## src/sv/ufrb_pkg.sv

```systemverilog
package ufrb_pkg;

  // FIFO depths and the pointer/index widths that follow from them
  localparam int unsigned RX_DEPTH = 16;
  localparam int unsigned TX_DEPTH = 16;
  localparam int unsigned RX_PTR_W = $clog2(2 * RX_DEPTH);
  localparam int unsigned RX_IDX_W = $clog2(RX_DEPTH);
  localparam int unsigned TX_PTR_W = $clog2(2 * TX_DEPTH);
  localparam int unsigned TX_IDX_W = $clog2(TX_DEPTH);

  // field widths
  localparam int unsigned FUNC_W = 2;
  localparam int unsigned REG_W  = 4;
  localparam int unsigned DATA_W = 16;
  localparam int unsigned CHAR_W = 8;
  localparam int unsigned BAUD_W = 15;
  localparam int unsigned FILL_W = 5;

  // register reset values and masks
  localparam logic [15:0] INT_STAT_RST   = 16'h4100;
  localparam logic [5:0]  STAT_CHG_RST   = 6'h06;
  localparam logic [9:0]  BAUD_RST       = 10'h3ff;
  localparam logic [8:0]  FIFO_CTL_MASK  = 9'h19f;
  localparam logic [15:0] INT_CLR_MASK   = 16'h07c0;

  // interrupt status / enable bit positions
  localparam int unsigned ST_RDIS_BIT = 7;
  localparam int unsigned ST_TDIS_BIT = 8;
  localparam int unsigned ST_ERI_BIT  = 10;
  localparam int unsigned EN_SPIE_BIT = 11;
  localparam int unsigned EN_RIE_BIT  = 12;
  localparam int unsigned EN_TIE_BIT  = 13;

  typedef enum logic [FUNC_W-1:0] {
    FUNC_READ   = 2'd0,
    FUNC_WRITE  = 2'd1,
    FUNC_RX     = 2'd2,
    FUNC_TX_POP = 2'd3
  } func_e;

  typedef enum logic [REG_W-1:0] {
    REG_LINE     = 4'd0,
    REG_INT_EN   = 4'd1,
    REG_INT_STAT = 4'd2,
    REG_STAT_CHG = 4'd3,
    REG_FIFO_CTL = 4'd4,
    REG_FLOW     = 4'd5,
    REG_BAUD     = 4'd6,
    REG_TXFIFO   = 4'd7,
    REG_RXFIFO   = 4'd8
  } reg_e;

  typedef struct packed {
    logic [FUNC_W-1:0] func;
    logic [REG_W-1:0]  reg_index;
    logic [DATA_W-1:0] write_data;
    logic [CHAR_W-1:0] rx_char;
  } item_t;

  typedef struct packed {
    logic [DATA_W-1:0] read_data;
    logic [CHAR_W-1:0] tx_char;
    logic              tx_valid;
    logic              tx_stop;
    logic              irq;
    logic              rx_dropped;
    logic              tx_overflow;
    logic [BAUD_W-1:0] baud_divisor;
  } result_t;

endpackage

```

## src/sv/ufrb_item_if.sv

```systemverilog
interface ufrb_item_if;
  logic                         valid;
  logic                         ready;
  logic [ufrb_pkg::FUNC_W-1:0]  func;
  logic [ufrb_pkg::REG_W-1:0]   reg_index;
  logic [ufrb_pkg::DATA_W-1:0]  write_data;
  logic [ufrb_pkg::CHAR_W-1:0]  rx_char;

  modport source (output valid, func, reg_index, write_data, rx_char, input ready);
  modport sink   (input valid, func, reg_index, write_data, rx_char, output ready);
endinterface

```

## src/sv/ufrb_result_if.sv

```systemverilog
interface ufrb_result_if;
  logic                         valid;
  logic                         ready;
  logic [ufrb_pkg::DATA_W-1:0]  read_data;
  logic [ufrb_pkg::CHAR_W-1:0]  tx_char;
  logic                         tx_valid;
  logic                         tx_stop;
  logic                         irq;
  logic                         rx_dropped;
  logic                         tx_overflow;
  logic [ufrb_pkg::BAUD_W-1:0]  baud_divisor;

  modport source (output valid, read_data, tx_char, tx_valid, tx_stop, irq, rx_dropped,
                  tx_overflow, baud_divisor, input ready);
  modport sink   (input valid, read_data, tx_char, tx_valid, tx_stop, irq, rx_dropped,
                  tx_overflow, baud_divisor, output ready);
endinterface

```

## src/sv/uart_fifo_register_block.sv

```systemverilog
// Register side of a UART with 16-entry receive and transmit FIFOs.
// item_i carries one event per item: a bus read, a bus write, a character
// from the serial line, or the line taking the next transmit character
// (func selects which; reg_index, write_data, rx_char as needed).
// result_o returns exactly one result per item: read data, the popped
// transmit character with its valid/stop flags, the level interrupt, the
// rx-drop and tx-overflow flags, and the current baud divisor.
// The result is registered: out_q holds it, or skid_q first on a stall.
// Throughput: one item per cycle while item_i.ready is high; all
// register, FIFO pointer and flag updates finish in the accept cycle,
// so consecutive items see each other's effects with no bubble.
// Stall: results sit in a two-entry output buffer (output register plus a
// skid register). item_i.ready drops only while the skid register is full,
// so one more item is taken while a result waits on a stalled receiver.
// Reset (rst_ni low, async): pointers empty both FIFOs, registers take
// their reset values, the output buffer is emptied. FIFO contents are not
// cleared; reading an entry never written returns an undefined byte.
module uart_fifo_register_block (
  input  logic          clk_i,
  input  logic          rst_ni,
  ufrb_item_if.sink     item_i,
  ufrb_result_if.source result_o
);

  ufrb_pkg::item_t   item;
  ufrb_pkg::result_t res;
  logic              accept;

  logic              out_vld_q, skid_vld_q;
  ufrb_pkg::result_t out_q, skid_q;

  assign item.func       = item_i.func;
  assign item.reg_index  = item_i.reg_index;
  assign item.write_data = item_i.write_data;
  assign item.rx_char    = item_i.rx_char;

  // take a new item unless the skid register is holding a result
  assign item_i.ready = !skid_vld_q;
  assign accept       = item_i.valid && !skid_vld_q;

  ufrb_regs u_regs (
    .clk_i    (clk_i),
    .rst_ni   (rst_ni),
    .accept_i (accept),
    .item_i   (item),
    .result_o (res)
  );

  // output buffer control
  always_ff @(posedge clk_i or negedge rst_ni) begin
    if (!rst_ni) begin
      out_vld_q  <= 1'b0;
      skid_vld_q <= 1'b0;
    end else if (!out_vld_q || result_o.ready) begin
      out_vld_q  <= skid_vld_q || accept;
      skid_vld_q <= 1'b0;
    end else if (accept) begin
      skid_vld_q <= 1'b1;
    end
  end

  // output buffer payload
  always_ff @(posedge clk_i) begin
    if (!out_vld_q || result_o.ready) begin
      out_q <= skid_vld_q ? skid_q : res;
    end else if (accept) begin
      skid_q <= res;
    end
  end

  assign result_o.valid        = out_vld_q;
  assign result_o.read_data    = out_q.read_data;
  assign result_o.tx_char      = out_q.tx_char;
  assign result_o.tx_valid     = out_q.tx_valid;
  assign result_o.tx_stop      = out_q.tx_stop;
  assign result_o.irq          = out_q.irq;
  assign result_o.rx_dropped   = out_q.rx_dropped;
  assign result_o.tx_overflow  = out_q.tx_overflow;
  assign result_o.baud_divisor = out_q.baud_divisor;

endmodule

```

## src/sv/ufrb_regs.sv

```systemverilog
module ufrb_regs (
  input  logic              clk_i,
  input  logic              rst_ni,
  input  logic              accept_i,
  input  ufrb_pkg::item_t   item_i,
  output ufrb_pkg::result_t result_o
);

  localparam int unsigned RPW = ufrb_pkg::RX_PTR_W;
  localparam int unsigned TPW = ufrb_pkg::TX_PTR_W;
  localparam int unsigned RIW = ufrb_pkg::RX_IDX_W;
  localparam int unsigned TIW = ufrb_pkg::TX_IDX_W;

  // pointer helpers: pointers wrap at twice the depth
  function automatic logic [RPW-1:0] rx_inc(input logic [RPW-1:0] p);
    return (p == RPW'(2 * ufrb_pkg::RX_DEPTH - 1)) ? '0 : p + 1'b1;
  endfunction

  function automatic logic [TPW-1:0] tx_inc(input logic [TPW-1:0] p);
    return (p == TPW'(2 * ufrb_pkg::TX_DEPTH - 1)) ? '0 : p + 1'b1;
  endfunction

  function automatic logic [RIW-1:0] rx_idx(input logic [RPW-1:0] p);
    logic [RPW-1:0] t;
    t = (p >= RPW'(ufrb_pkg::RX_DEPTH)) ? p - RPW'(ufrb_pkg::RX_DEPTH) : p;
    return t[RIW-1:0];
  endfunction

  function automatic logic [TIW-1:0] tx_idx(input logic [TPW-1:0] p);
    logic [TPW-1:0] t;
    t = (p >= TPW'(ufrb_pkg::TX_DEPTH)) ? p - TPW'(ufrb_pkg::TX_DEPTH) : p;
    return t[TIW-1:0];
  endfunction

  function automatic logic [RPW-1:0] rx_cnt(input logic [RPW-1:0] wr, input logic [RPW-1:0] rd);
    logic [RPW:0] d;
    d = {1'b0, wr} - {1'b0, rd};
    if (wr < rd) d = d + (RPW+1)'(2 * ufrb_pkg::RX_DEPTH);
    return d[RPW-1:0];
  endfunction

  function automatic logic [TPW-1:0] tx_cnt(input logic [TPW-1:0] wr, input logic [TPW-1:0] rd);
    logic [TPW:0] d;
    d = {1'b0, wr} - {1'b0, rd};
    if (wr < rd) d = d + (TPW+1)'(2 * ufrb_pkg::TX_DEPTH);
    return d[TPW-1:0];
  endfunction

  logic [ufrb_pkg::CHAR_W-1:0] rx_store_q [ufrb_pkg::RX_DEPTH];
  logic [ufrb_pkg::CHAR_W-1:0] tx_store_q [ufrb_pkg::TX_DEPTH];

  logic [RPW-1:0] rx_wr_q, rx_wr_d, rx_rd_q, rx_rd_d;
  logic [TPW-1:0] tx_wr_q, tx_wr_d, tx_rd_q, tx_rd_d;
  logic [15:0]    int_stat_q, int_stat_d;
  logic [5:0]     stat_chg_q, stat_chg_d;
  logic [8:0]     fifo_ctl_q, fifo_ctl_d;
  logic [15:0]    int_en_q, int_en_d;
  logic [9:0]     baud_q, baud_d;

  logic           rx_we, tx_we;
  logic [RPW-1:0] rx_count, rx_count_nx;
  logic [TPW-1:0] tx_count, tx_count_nx;
  logic [4:0]     rx_lvl;

  assign rx_count = rx_cnt(rx_wr_q, rx_rd_q);
  assign tx_count = tx_cnt(tx_wr_q, tx_rd_q);

  always_comb begin
    rx_wr_d    = rx_wr_q;
    rx_rd_d    = rx_rd_q;
    tx_wr_d    = tx_wr_q;
    tx_rd_d    = tx_rd_q;
    int_stat_d = int_stat_q;
    stat_chg_d = stat_chg_q;
    fifo_ctl_d = fifo_ctl_q;
    int_en_d   = int_en_q;
    baud_d     = baud_q;
    rx_we      = 1'b0;
    tx_we      = 1'b0;
    result_o   = '0;
    rx_count_nx = '0;
    tx_count_nx = '0;
    // rx trigger level: 1, 4, 8 or 12
    rx_lvl = {1'b0, fifo_ctl_q[8:7], 2'b00};
    if (rx_lvl == 5'd0) rx_lvl = 5'd1;

    if (accept_i) begin
      case (item_i.func)
        ufrb_pkg::FUNC_READ: begin
          case (item_i.reg_index)
            ufrb_pkg::REG_INT_EN: result_o.read_data = int_en_q;
            ufrb_pkg::REG_INT_STAT: begin
              int_stat_d = {int_stat_q[15:5], ufrb_pkg::FILL_W'(rx_count)};
              result_o.read_data = int_stat_d;
            end
            ufrb_pkg::REG_STAT_CHG: begin
              stat_chg_d[2] = (tx_count < TPW'(ufrb_pkg::TX_DEPTH));
              stat_chg_d[1] = (tx_count == '0);
              result_o.read_data = {10'd0, stat_chg_d};
            end
            ufrb_pkg::REG_FIFO_CTL: result_o.read_data = {7'd0, fifo_ctl_q};
            ufrb_pkg::REG_BAUD:     result_o.read_data = {6'd0, baud_q};
            ufrb_pkg::REG_RXFIFO: begin
              result_o.read_data = {8'd0, rx_store_q[rx_idx(rx_rd_q)]};
              if (rx_count != '0) rx_rd_d = rx_inc(rx_rd_q);
            end
            default: result_o.read_data = '0;
          endcase
        end
        ufrb_pkg::FUNC_WRITE: begin
          case (item_i.reg_index)
            ufrb_pkg::REG_INT_EN:   int_en_d = item_i.write_data;
            ufrb_pkg::REG_INT_STAT: int_stat_d = int_stat_q &
                                      (item_i.write_data | ~ufrb_pkg::INT_CLR_MASK);
            ufrb_pkg::REG_STAT_CHG: stat_chg_d = stat_chg_q & item_i.write_data[5:0] & 6'h3e;
            ufrb_pkg::REG_FIFO_CTL: begin
              if (item_i.write_data[1:0] != 2'b00) begin
                rx_wr_d = '0;
                rx_rd_d = '0;
              end
              if (item_i.write_data[0] || item_i.write_data[2]) begin
                tx_wr_d = '0;
                tx_rd_d = '0;
              end
              fifo_ctl_d = item_i.write_data[8:0] & ufrb_pkg::FIFO_CTL_MASK;
              // software reset
              if (item_i.write_data[15]) begin
                rx_wr_d    = '0;
                rx_rd_d    = '0;
                tx_wr_d    = '0;
                tx_rd_d    = '0;
                int_stat_d = ufrb_pkg::INT_STAT_RST;
                stat_chg_d = ufrb_pkg::STAT_CHG_RST;
                fifo_ctl_d = '0;
                int_en_d   = '0;
                baud_d     = ufrb_pkg::BAUD_RST;
              end
            end
            ufrb_pkg::REG_BAUD: baud_d = item_i.write_data[9:0];
            ufrb_pkg::REG_TXFIFO: begin
              if (tx_count >= TPW'(ufrb_pkg::TX_DEPTH)) begin
                result_o.tx_overflow = 1'b1;
              end else begin
                tx_we   = 1'b1;
                tx_wr_d = tx_inc(tx_wr_q);
              end
            end
            default: ;
          endcase
        end
        ufrb_pkg::FUNC_RX: begin
          if (rx_count >= RPW'(ufrb_pkg::RX_DEPTH)) begin
            result_o.rx_dropped = 1'b1;
          end else begin
            rx_we       = 1'b1;
            rx_wr_d     = rx_inc(rx_wr_q);
            rx_count_nx = rx_count + 1'b1;
            if (ufrb_pkg::FILL_W'(rx_count_nx) >= rx_lvl) int_stat_d[ufrb_pkg::ST_RDIS_BIT] = 1'b1;
          end
        end
        default: begin
          // line takes a transmit character
          if (tx_count != '0) begin
            result_o.tx_char  = tx_store_q[tx_idx(tx_rd_q)];
            result_o.tx_valid = 1'b1;
            tx_rd_d           = tx_inc(tx_rd_q);
            tx_count_nx       = tx_count - 1'b1;
          end
          result_o.tx_stop = (tx_count_nx == '0);
        end
      endcase
    end

    result_o.irq = (int_en_d[ufrb_pkg::EN_RIE_BIT]  && int_stat_d[ufrb_pkg::ST_RDIS_BIT]) ||
                   (int_en_d[ufrb_pkg::EN_TIE_BIT]  && int_stat_d[ufrb_pkg::ST_TDIS_BIT]) ||
                   (int_en_d[ufrb_pkg::EN_SPIE_BIT] && int_stat_d[ufrb_pkg::ST_ERI_BIT]);
    result_o.baud_divisor = ufrb_pkg::BAUD_W'(baud_d[7:0]) << {baud_d[9:8], 1'b1};
  end

  // FIFO stores: no reset
  always_ff @(posedge clk_i) begin
    if (rx_we) rx_store_q[rx_idx(rx_wr_q)] <= item_i.rx_char;
    if (tx_we) tx_store_q[tx_idx(tx_wr_q)] <= item_i.write_data[7:0];
  end

  always_ff @(posedge clk_i or negedge rst_ni) begin
    if (!rst_ni) begin
      rx_wr_q    <= '0;
      rx_rd_q    <= '0;
      tx_wr_q    <= '0;
      tx_rd_q    <= '0;
      int_stat_q <= ufrb_pkg::INT_STAT_RST;
      stat_chg_q <= ufrb_pkg::STAT_CHG_RST;
      fifo_ctl_q <= '0;
      int_en_q   <= '0;
      baud_q     <= ufrb_pkg::BAUD_RST;
    end else begin
      rx_wr_q    <= rx_wr_d;
      rx_rd_q    <= rx_rd_d;
      tx_wr_q    <= tx_wr_d;
      tx_rd_q    <= tx_rd_d;
      int_stat_q <= int_stat_d;
      stat_chg_q <= stat_chg_d;
      fifo_ctl_q <= fifo_ctl_d;
      int_en_q   <= int_en_d;
      baud_q     <= baud_d;
    end
  end

endmodule
```

## src/flat_wrapper.sv

```systemverilog
// flat-port wrapper written by rule: the top's interface ports become plain ports
module uart_fifo_register_block_flat 
  (clk_i, rst_ni, item_i_valid, item_i_func, item_i_reg_index, item_i_write_data, item_i_rx_char, item_i_ready, result_o_valid, result_o_read_data, result_o_tx_char, result_o_tx_valid, result_o_tx_stop, result_o_irq, result_o_rx_dropped, result_o_tx_overflow, result_o_baud_divisor, result_o_ready);
  ufrb_item_if item_i_i ();
  ufrb_result_if result_o_i ();
  input  logic clk_i;
  input  logic rst_ni;
  input wire logic [$bits(item_i_i.valid)-1:0] item_i_valid;
  input wire logic [$bits(item_i_i.func)-1:0] item_i_func;
  input wire logic [$bits(item_i_i.reg_index)-1:0] item_i_reg_index;
  input wire logic [$bits(item_i_i.write_data)-1:0] item_i_write_data;
  input wire logic [$bits(item_i_i.rx_char)-1:0] item_i_rx_char;
  output wire logic [$bits(item_i_i.ready)-1:0] item_i_ready;
  output wire logic [$bits(result_o_i.valid)-1:0] result_o_valid;
  output wire logic [$bits(result_o_i.read_data)-1:0] result_o_read_data;
  output wire logic [$bits(result_o_i.tx_char)-1:0] result_o_tx_char;
  output wire logic [$bits(result_o_i.tx_valid)-1:0] result_o_tx_valid;
  output wire logic [$bits(result_o_i.tx_stop)-1:0] result_o_tx_stop;
  output wire logic [$bits(result_o_i.irq)-1:0] result_o_irq;
  output wire logic [$bits(result_o_i.rx_dropped)-1:0] result_o_rx_dropped;
  output wire logic [$bits(result_o_i.tx_overflow)-1:0] result_o_tx_overflow;
  output wire logic [$bits(result_o_i.baud_divisor)-1:0] result_o_baud_divisor;
  input wire logic [$bits(result_o_i.ready)-1:0] result_o_ready;
  assign item_i_i.valid = item_i_valid;
  assign item_i_i.func = item_i_func;
  assign item_i_i.reg_index = item_i_reg_index;
  assign item_i_i.write_data = item_i_write_data;
  assign item_i_i.rx_char = item_i_rx_char;
  assign item_i_ready = item_i_i.ready;
  assign result_o_valid = result_o_i.valid;
  assign result_o_read_data = result_o_i.read_data;
  assign result_o_tx_char = result_o_i.tx_char;
  assign result_o_tx_valid = result_o_i.tx_valid;
  assign result_o_tx_stop = result_o_i.tx_stop;
  assign result_o_irq = result_o_i.irq;
  assign result_o_rx_dropped = result_o_i.rx_dropped;
  assign result_o_tx_overflow = result_o_i.tx_overflow;
  assign result_o_baud_divisor = result_o_i.baud_divisor;
  assign result_o_i.ready = result_o_ready;
  uart_fifo_register_block u_core (.clk_i(clk_i), .rst_ni(rst_ni), .item_i(item_i_i), .result_o(result_o_i));
endmodule
```

## config.mk

```make
export PLATFORM = sky130hd
export DESIGN_NAME = uart_fifo_register_block_flat
export DESIGN_NICKNAME = d
export VERILOG_FILES = /design/src/sv/ufrb_pkg.sv /design/src/sv/ufrb_item_if.sv /design/src/sv/ufrb_result_if.sv /design/src/sv/uart_fifo_register_block.sv /design/src/sv/ufrb_regs.sv /design/src/flat_wrapper.sv
export SDC_FILE = /design/constraint.sdc
export NUM_CORES = 1
export LEC_CHECK = 0
export ABC_AREA = 1
export BUFFER_PORTS_ARGS = -buffer_cell sky130_fd_sc_hd__buf_2
export CAP_MARGIN = 10
export CORE_UTILIZATION = 25
export DETAILED_ROUTE_END_ITERATION = 10
export GPL_ROUTABILITY_DRIVEN = 1
export SLEW_MARGIN = 0
export SYNTH_ARGS = -nofsm -noshare
export SYNTH_HDL_FRONTEND = slang
export SYNTH_SLANG_ARGS = --single-unit
```

## constraint.sdc

```tcl
create_clock -name clk_i -period 6.9 [get_ports clk_i]
set_clock_uncertainty 0.2 [all_clocks]
set_input_delay 1.38 -clock clk_i [delete_from_list [all_inputs] [get_ports clk_i]]
set_output_delay 1.38 -clock clk_i [all_outputs]
set_load 0.005 [all_outputs]
```

### Word level (Yosys, flattened, before mapping)

Memory sizes are Yosys's and may differ from the RTL's.
Index checks and enable logic that the tools add are counted.
Widths: inputs -> output; s select.

* memory bits (writable): 256
* memories: 2
* flip-flop bits (word level): 167

* bitwise logic cells: 5
* equality and inequality tests: 27
* shifts and indexed selects: 1
* order comparisons: 10
* multiplexer cells: 76
* $add $sub $neg: 14
* reductions and logical operators: 39

Memories
* u_core.u_regs.rx_store_q: words 16, width 8, rd ports 1, clocked after Yosys merged registers in 0, wr ports 1, RTL line ufrb_regs.sv:49 `logic [ufrb_pkg::CHAR_W-1:0] rx_store_q [ufrb_pkg::RX_DEPTH];`
* u_core.u_regs.tx_store_q: words 16, width 8, rd ports 1, clocked after Yosys merged registers in 0, wr ports 1, RTL line ufrb_regs.sv:50 `logic [ufrb_pkg::CHAR_W-1:0] tx_store_q [ufrb_pkg::TX_DEPTH];`

Operators by type and width (number)
* $mux 5: 21
* $pmux 16 s6: 1
* $pmux 16 s2: 2
* $mux 16: 3
* $mux 44: 1
* $mux 10: 4
* $pmux 5 s2: 4
* $add 5x1->5 const B: 7
* $ge 5x5->1 const B: 6
* $reduce_and 5->1: 6
* $mux 14: 2
* $mux 26: 1
* $eq 5x5->1 const B: 4
* $mux 1: 20
* $mux 4: 5
* $pmux 10 s2: 1
* $mux 9: 2
* $reduce_bool 2->1: 9
* $and 16x16->16: 1
* $pmux 8 s2: 1
* $sub 4x1->4 const B: 4
* $shl 8x3->15: 1
* $pmux 7 s2: 1
* $eq 4x3->1 const B: 3
* other kinds (34): 62

### Logic depth before layout (Yosys ltp)

Gate-level depths: netlist of the first run.

* depth in word-level cells: 13
* mapped depth: 18
* gate-level depth less buffers: 18

### Hierarchy

From an unflattened synthesis of the first run, not the netlist that was laid out.

* cell total of the unflattened synthesis: 1624
* area total of the unflattened synthesis: 17903.4 sq um

Modules (own cells, without submodules)
* ufrb_regs: cells each 1384, instances 1, area each 14590.2 sq um, sequential area each 9278.9 sq um
* uart_fifo_register_block: cells each 240, instances 1, area each 3313.2 sq um, sequential area each 2692.6 sq um

### Least setup slack after synthesis of the first run

No wires, ideal clock.

* path type: input-to-reg
* start point: input result_o_ready
* end point: register u_core.skid_q[10] (netlist name) (enable)
* path slack: 1.903 ns
* path buffers: 0
* arrival time: 4.354 ns
* setup time: 0.443 ns
* cell stages on the path: 3
* path through: inv_1 nand2_1 nor2_1

* longest elaborated chain between the ends: 3

RTL lines
* start: declaration: RTL line flat_wrapper.sv:23 `input wire logic [$bits(result_o_i.ready)-1:0] result_o_ready;`
* $logic_or 1x1->1: RTL line uart_fifo_register_block.sv:64 `if (!out_vld_q || result_o.ready) begin`
* $not 1->1 (no line)
* $reduce_and 2->1 (no line)
* end signal: assignment: RTL line uart_fifo_register_block.sv:67 `skid_q <= res;`
* end: declaration: RTL line uart_fifo_register_block.sv:30 `ufrb_pkg::result_t out_q, skid_q;`

Every way passes these cells.
A chain may end at the register's enable or synchronous reset.

### Final worst setup path of the first run

* start point: register u_core.u_regs.tx_rd_q[2]
* end point: memory u_core.u_regs.tx_store_q[12][7] (netlist name) (enable)

* longest elaborated chain between the ends: 10

RTL lines
* start: declaration: RTL line ufrb_regs.sv:53 `logic [TPW-1:0] tx_wr_q, tx_wr_d, tx_rd_q, tx_rd_d;`
* start signal: assignment: RTL line ufrb_regs.sv:201 `tx_rd_q <= tx_rd_d;`
* $sub 5x5->5: RTL line ufrb_regs.sv:44 `d = {1'b0, wr} - {1'b0, rd};`
* $add 5x1->5: RTL line ufrb_regs.sv:45 `if (wr < rd) d = d + (TPW+1)'(2 * ufrb_pkg::TX_DEPTH);`
* $mux 5 (*): RTL line ufrb_regs.sv:45
* $ge 5x5->1 (*): RTL line ufrb_regs.sv:141 `if (tx_count >= TPW'(ufrb_pkg::TX_DEPTH)) begin`
* $mux 1 (*): RTL line ufrb_regs.sv:141
* $mux 1 (*): RTL line ufrb_regs.sv:111 `case (item_i.reg_index)`
* $mux 1 (*): RTL line ufrb_regs.sv:88 `case (item_i.func)`
* $mux 1 (*): RTL line ufrb_regs.sv:87 `if (accept_i) begin`
* $mux 1 (*): RTL line ufrb_regs.sv:183 `if (tx_we) tx_store_q[tx_idx(tx_wr_q)] <= item_i.write_data[7:0];`
* $mux 1 (not written as such) (*): RTL line ufrb_regs.sv:183
* end: declaration: RTL line ufrb_regs.sv:50

Mark *: on every way between the ends. The rest lies on a longest branch, timed or not.

==> impl_metrics.py, run 1 <==
metrics = {
    "detailed_routing": {
        "met2_length_um": 20700,
        "first_pass_iters": 6,
        "wl_met1_um": 20300,
        "vias": 12518,
        "wl_per_cell_um": 16.5,
        "drt_wl_total_um": 45100,
        "dr.first_iter.drc_count": 1076,
        "wl_met3_um": 3090,
        "drcViolationCount": 0,
        "viasPerCell": 4.57,
        "antenna_left": 0,
        "routed.top_layer": "met5",
    },
    "setup_path": {
        "cp_slowest_stage_delay_ns": 0.79,
        "r2r-start": "u_core.u_regs.tx_rd_q[2]",
        "crit_required_ns": 6.87,
        "reg2reg_to": "u_core.u_regs.tx_store_q[12][7]",
        "slowest_stage": "dfrtp_1",
        "worstPathCellList": "clkinv_1 > ha_1 > nand3_1 > nand2_1 > xnor2_1 > nand2_1 > inv_1 > nand2_1 > nor2_1",
        "r2r_setup_slack_ns": 2.48,
        "critPathLaunchType": "flop",
        "startpoint": "u_core.u_regs.tx_rd_q[2]",
        "path_depth": 9,
        "crit_path_end": "u_core.u_regs.tx_store_q[12][7]",
        "crit_arrival_ns": 4.40,
        "crit_family": "simple AND/OR/NAND/NOR gates",
        "rr_worst_depth": 9,
        "crit_path_end_kind": "flop",
        "crit_path_frequent_cell": "nand2_1",
        "crit_type": "flop to flop",
        "worst-path-buf-inv": 2,
        "cp_max_fo": 21,
    },
    "clocking": {
        "htreeDepth": 2,
        "clockBufferDepth": 3,
        "ctsHoldBuffers": 0,
        "cts_tree": "done",
        "cts_made_buffers": 40,
        "ctsResizeCount": 0,
        "cts_sinks": 407,
        "clockRootBuffer": "clkbuf_16",
        "clkSlewWorstSetupHoldPaths_ns": 0.06,
        "clk-insertion-delay-late_ns": 0.56,
        "cts_setup_buffers": 0,
    },
    "final_layout": {
        "final_cell_area_um2": 20700,
        "syn_to_final_growth_pct": 14.5,
        "fillers": 7401,
        "diodes": 0,
        "fin_nets": 1828,
        "drive_gt1_share_pct": 11.2,
    },
    "synthesis": {
        "ys.flop_type": "edfxtp_1",
        "yosysWarnings": 0,
        "seq_area_frac_synth_pct": 65.8,
        "synth-edff-count": 342,
        "synth_most_common_cell": "nand2_1",
        "postSynthAreaPerCell_um2": 10.7,
        "synthTopCellsByCount": "nand2_1 (400), edfxtp_1 (342), o21ai_0 (171)",
        "syn_inst": 1697,
        "synth_top_area_share_pct": 56.7,
        "synth_area_um2": 18100,
        "syn-num-nets": 1765,
        "yosysTopAreaCell": "edfxtp_1",
        "ys_types": 48,
        "async_flop_share_pct": 16.0,
        "ys_seq_elements": 407,
        "synth.area.top_cells": "edfxtp_1 (57%), nand2_1 (8.3%), dfrtp_1 (7.3%), o21ai_0 (4.7%), inv_1 (3.3%)",
    },
    "global_routing": {
        "grtUsageTotal_pct": 12.1,
        "antenna_found_initial": 3,
        "grt_start_max_net_pins": 124,
        "overflow": 0,
        "grt_pass1_wl_um": 69900,
        "first_global_vias": 12232,
    },
    "place": {
        "place_area_um2": 19500,
        "io_buffer_count": 78,
        "routabilityCongestion": 0.864,
        "post-dp-hpwl_um": 30300,
    },
    "die": {
        "die_w_um": 271,
        "die_h_um": 271,
        "io_pins": 80,
        "die_area_um2": 73500,
        "initial_core_util_pct": 25.3,
        "core.rowCount": 98,
        "core_area_um2": 71600,
    },
    "sta": {
        "rsz0062_at_grt": "no",
        "setup_viol": 0,
        "max_freq_mhz": 226,
        "finalHoldViolations": 0,
        "worst_pin_slew_ns": 1.16,
        "finalCritPeriodShare_pct": 64.1,
        "min_period_ns": 4.42,
        "slew_viol_final": 0,
        "setup_tns_ns": 0,
        "relSlewSlack_pct": 22.6,
    },
    "min_path": {
        "hold_class": "flop to flop",
        "hold_path.startpoint": "u_core.u_regs.int_stat_q[14]",
    },
    "status": {
        "run_status": "finished, final reports clean",
    },
    "power": {
        "powerDensity_nw_per_um2": 320,
        "ir_drop_uv": 139,
        "p_leak_nw": 8.11,
    },
    "job": {
        "maxCapViolations": 0,
    },
}
## cell families after synthesis
family          Yosys count  share of synthesized area [%]
simple gates            678                           15.8
flops                   407                           65.8
other cells               1                         0.0207
mux                      10                          0.553
fa+ha+maj                34                           2.43
xor+xnor                  9                          0.435
buf+inv                 237                           5.14
compound gates          321                           9.82
## flip-flops by register name, summed over array words and instances (netlist names), 3 cells and up
register / count
u_core.result_o.tx_char: 8
u_core.u_regs.tx_wr_q: 5
u_core.skid_q: 43
u_core.result_o.read_data: 16
u_core.u_regs.rx_wr_q: 5
u_core.result_o.baud_divisor: 14
u_core.u_regs.rx_rd_q: 5
u_core.u_regs.int_en_q: 16
u_core.u_regs.tx_rd_q: 5
u_core.u_regs.stat_chg_q: 3
u_core.u_regs.baud_q: 10
u_core.u_regs.fifo_ctl_q: 7
u_core.u_regs.tx_store_q: 128
u_core.u_regs.rx_store_q: 128
u_core.u_regs.int_stat_q: 7
## worst reg2reg max path: stages, from the launching register on
cell      delay [ns]
dfrtp_1         0.79
clkinv_1        0.65
ha_1            0.55
nand3_1         0.10
nand2_1         0.06
xnor2_1         0.42
nand2_1         0.24
inv_1           0.18
nand2_1         0.24
nor2_1          0.60
## per-layer routing
metal / vias up / global-route usage (%)
met5: - / 0
met4: 4 / 3.16
met3: 73 / 2.06
met2: 463 / 19.4
met1: 6049 / 16.8
li1: 5929 / -
## per-stage QoR
stage | worst slack (ns) | hold WS (ns) | cells | utilization (%) | total power [mW]
2_1_floorplan | 1.90 | 0.252 | 1697 | - | 4.06
3_3_place_gp | 2.73 | 0.265 | 2668 | 27.2 | 4.53
6_report | 2.48 | 0.290 | 2740 | 29.0 | 6.63
4_1_cts | 2.54 | 0.292 | 2740 | 29.0 | 6.67
3_5_place_dp | 2.58 | 0.276 | 2668 | 27.2 | 4.57
5_1_grt | 2.24 | 0.301 | 2740 | 29.0 | 7.00
## power by group
group | total (mW) | internal [mW] | switching [mW]
logic | 1.56 | 0.500 | 1.06
registers | 2.98 | 2.80 | 0.175
clock network | 2.10 | 1.18 | 0.928
## area by class of cell
cell class / instances / area, um^2 / share of cell area (%)
Sequential cell: 407 / 11900 / 57.5
Multi-Input combinational cell: 1053 / 5280 / 25.4
Timing Repair Buffer: 88 / 465 / 2.24
Inverter: 170 / 638 / 3.08
Clock inverter: 22 / 194 / 0.935
Tap cell: 950 / 1190 / 5.73
Clock buffer: 50 / 1060 / 5.10
## cells in the final DEF, fill, tap and decap left out, types with 7 or more instances in the layout
master and instances:
nor2_2 7, edfxtp_1 342, o31ai_1 7, a21oi_1 81, inv_1 160, ha_1 32
clkbuf_16 40, a211oi_1 9, dfstp_2 12, clkbuf_1 8, nand2_1 399, mux2i_1 10
inv_2 8, buf_4 10, nor3_1 9, o22ai_1 18, nand3_1 94, o211ai_1 9
buf_2 78, nor2_1 135, o21ai_1 8, dfrtp_1 51, clkinv_2 10, o21ai_0 171
## worst min-delay path by stage
stage / endpoint / slack (ns) / cells after the start
6_report: u_core.u_regs.int_stat_q[14] / 0.29 / 2
5_1_grt: u_core.u_regs.int_stat_q[14] / 0.30 / 2
4_1_cts: u_core.u_regs.int_en_q[4] / 0.29 / 2
3_5_place_dp: u_core.u_regs.int_en_q[4] / 0.28 / 2
3_3_place_gp: u_core.u_regs.int_en_q[8] / 0.27 / 2
2_1_floorplan: u_core.u_regs.int_en_q[9] / 0.25 / 2
(Power assumes the default switching activity.)
==> inputs of run 2 (changes only) <==
==> constraint.sdc (replaced) <==
create_clock -name clk_i -period 4.3 [get_ports clk_i]
set_clock_uncertainty 0.2 [all_clocks]
set_input_delay 0.86 -clock clk_i [delete_from_list [all_inputs] [get_ports clk_i]]
set_output_delay 0.86 -clock clk_i [all_outputs]
set_load 0.005 [all_outputs]
==> run 2 against run 1 <==
Maximum frequency rose by 24%. Sequential share of layout area fell by 0.57 points. Final cell count rose by 0.66%. Utilization rose by 0.29 points. Critical path type unchanged. Critical endpoint is now u_core.u_regs.tx_store_q[1][2]. Largest cell class unchanged.
==> impl_metrics.py, run 2 (synthesis results as in run 1) <==
metrics = {
    "setup_path": {
        "slowest_stage": "nor2_1",
        "crit_required_ns": 4.30,
        "crit_path_end_kind": "flop",
        "crit_type": "flop to flop",
        "crit_family": "simple AND/OR/NAND/NOR gates",
        "worst-path-buf-inv": 2,
        "cp_slowest_stage_delay_ns": 0.59,
        "crit_path_frequent_cell": "nand2_1",
        "crit_arrival_ns": 3.57,
        "worstPathCellList": "inv_1 > ha_1 > a21oi_1 > nand2_1 > xnor2_1 > nand2_1 > inv_1 > nand2_1 > nor2_1",
        "critPathLaunchType": "flop",
        "cp_max_fo": 14,
    },
    "clocking": {
        "clockRootBuffer": "clkbuf_16",
        "clk-insertion-delay-late_ns": 0.56,
        "clockBufferDepth": 3,
        "clkSlewWorstSetupHoldPaths_ns": 0.06,
        "cts_setup_buffers": 0,
        "ctsResizeCount": 0,
        "cts_made_buffers": 41,
        "ctsHoldBuffers": 0,
        "cts_sinks": 407,
        "htreeDepth": 2,
        "cts_tree": "done",
    },
    "place": {
        "post-dp-hpwl_um": 31700,
        "place_area_um2": 19600,
        "io_buffer_count": 78,
        "place_ws_ns": 0.725,
        "routabilityCongestion": 0.899,
        "placed_cells": 2683,
    },
    "final_layout": {
        "mostFrequentLayoutCell": "nand2_1",
        "drive_gt1_share_pct": 11.7,
        "fillers": 7432,
        "fin_nets": 1844,
        "instances_no_fill": 2758,
        "top_regs": "u_core.u_regs.rx_store_q x128, u_core.u_regs.tx_store_q x128, u_core.skid_q x43",
        "syn_to_final_growth_pct": 15.7,
        "final_cell_area_um2": 20900,
        "diodes": 0,
        "mostFrequentLayoutCells": "nand2_1 (399), edfxtp_1 (342), o21ai_0 (171)",
    },
    "sta": {
        "relSlewSlack_pct": 26.0,
        "finalHoldViolations": 0,
        "finalCritPeriodShare_pct": 83.2,
        "slew_viol_final": 0,
        "setup_tns_ns": 0,
        "min_period_ns": 3.58,
        "setup_viol": 0,
        "worst_pin_slew_ns": 1.11,
        "fin_ws_ns": 0.722,
        "max_freq_mhz": 279,
        "rsz0062_at_grt": "no",
    },
    "detailed_routing": {
        "wl_per_cell_um": 16.8,
        "routed.top_layer": "met5",
        "antenna_left": 0,
        "drt_wl_total_um": 46500,
        "wl_met3_um": 2930,
        "drcViolationCount": 0,
        "viasPerCell": 4.46,
        "first_pass_iters": 6,
        "met2_length_um": 21300,
        "wl_met1_um": 21100,
        "dr.first_iter.drc_count": 989,
        "vias": 12306,
    },
    "global_routing": {
        "grt_pass1_wl_um": 70900,
        "overflow": 0,
        "grtUsageTotal_pct": 12.4,
        "grt_start_max_net_pins": 119,
        "antenna_found_initial": 3,
        "first_global_vias": 12139,
    },
    "power": {
        "p_switching_mw": 3.52,
        "ir_drop_uv": 304,
        "p_int_mw": 7.43,
        "sw_frac_of_total_pct": 32.2,
        "powerDensity_nw_per_um2": 523,
        "clock_power_share_pct": 32.8,
        "combPwrFrac_pct": 24.9,
        "p_leak_nw": 8.23,
        "power_frac_seq_pct": 42.3,
    },
    "die": {
        "initial_core_util_pct": 25.3,
        "die_h_um": 271,
        "die_w_um": 271,
        "core_area_um2": 71600,
        "die_area_um2": 73500,
        "io_pins": 80,
        "core.rowCount": 98,
    },
    "min_path": {
        "hold_class": "input pin to asynchronous set/reset pin",
    },
    "job": {
        "maxCapViolations": 0,
    },
    "status": {
        "run_status": "finished, final reports clean",
    },
}
[run 2: changes by cell type in the layout (fill, tap and decap cells not counted)]
cell	delta
clkbuf_16	+3
inv_16	-1
clkinv_8	-1
clkinvlp_4	-2
bufinv_16	+2
buf_4	+14
clkinv_2	-6
clkinv_1	+9
clkbuf_1	-1
buf_12	+1
[run 2: area by class of cell]
class / instances / area [um^2] / share of cell area [%]
well taps: 950 / 1190 / 5.67
inverters: 170 / 638 / 3.05
clock buffers: 52 / 1130 / 5.39
flip-flops and latches: 407 / 11900 / 56.9
repair buffers: 103 / 591 / 2.82
clock inverters: 23 / 206 / 0.986
multi-input cells: 1053 / 5280 / 25.2
[run 2: per-stage QoR]
step / total power, mW / hold slack [ns] / util [%]
2_1_floorplan: 6.52 / 0.252 / -
3_3_place_gp: 7.35 / 0.267 / 27.4
3_5_place_dp: 7.41 / 0.274 / 27.4
4_1_cts: 11.0 / 0.197 / 29.3
5_1_grt: 11.5 / 0.235 / 29.3
6_report: 11.0 / 0.196 / 29.3
[run 2: power groups by stage]
stage / clock network (mW) / logic (mW) / registers (mW)
floorplan: 0 / 1.85 / 4.67
global placement: 0 / 2.64 / 4.71
detailed placement: 0 / 2.70 / 4.71
CTS: 3.66 / 2.71 / 4.63
global route: 3.81 / 3.06 / 4.66
finish: 3.59 / 2.73 / 4.63
[run 2: worst paths after layout]
kind	endpoint	start	cells after the start	slack (ns)
min	u_core.u_regs.int_en_q[14]	rst_ni	1	0.20
min reg2reg	u_core.u_regs.int_en_q[4]	u_core.u_regs.int_en_q[4]	2	0.29
max	u_core.u_regs.tx_store_q[1][2]	u_core.u_regs.tx_rd_q[3]	9	0.72
max in group asynchronous	u_core.u_regs.baud_q[0]	rst_ni	2	2.97
min in group clk_i	u_core.u_regs.int_en_q[4]	u_core.u_regs.int_en_q[4]	2	0.29
max reg2reg	u_core.u_regs.tx_store_q[1][2]	u_core.u_regs.tx_rd_q[3]	9	0.72
[run 2: routing by layer]
metal / vias to the layer above / track usage (%)
met4: 4 / 3.71
li1: 5952 / -
met2: 371 / 20.0
met3: 76 / 2.73
met1: 5903 / 16.7
met5: - / 0
[run 2: worst register-to-register path, stage by stage, from the launching register on]
cell     delay (ns)
dfrtp_1        0.45
inv_1          0.36
ha_1           0.35
a21oi_1        0.14
nand2_1        0.09
xnor2_1        0.41
nand2_1        0.24
inv_1          0.16
nand2_1        0.22
nor2_1         0.59
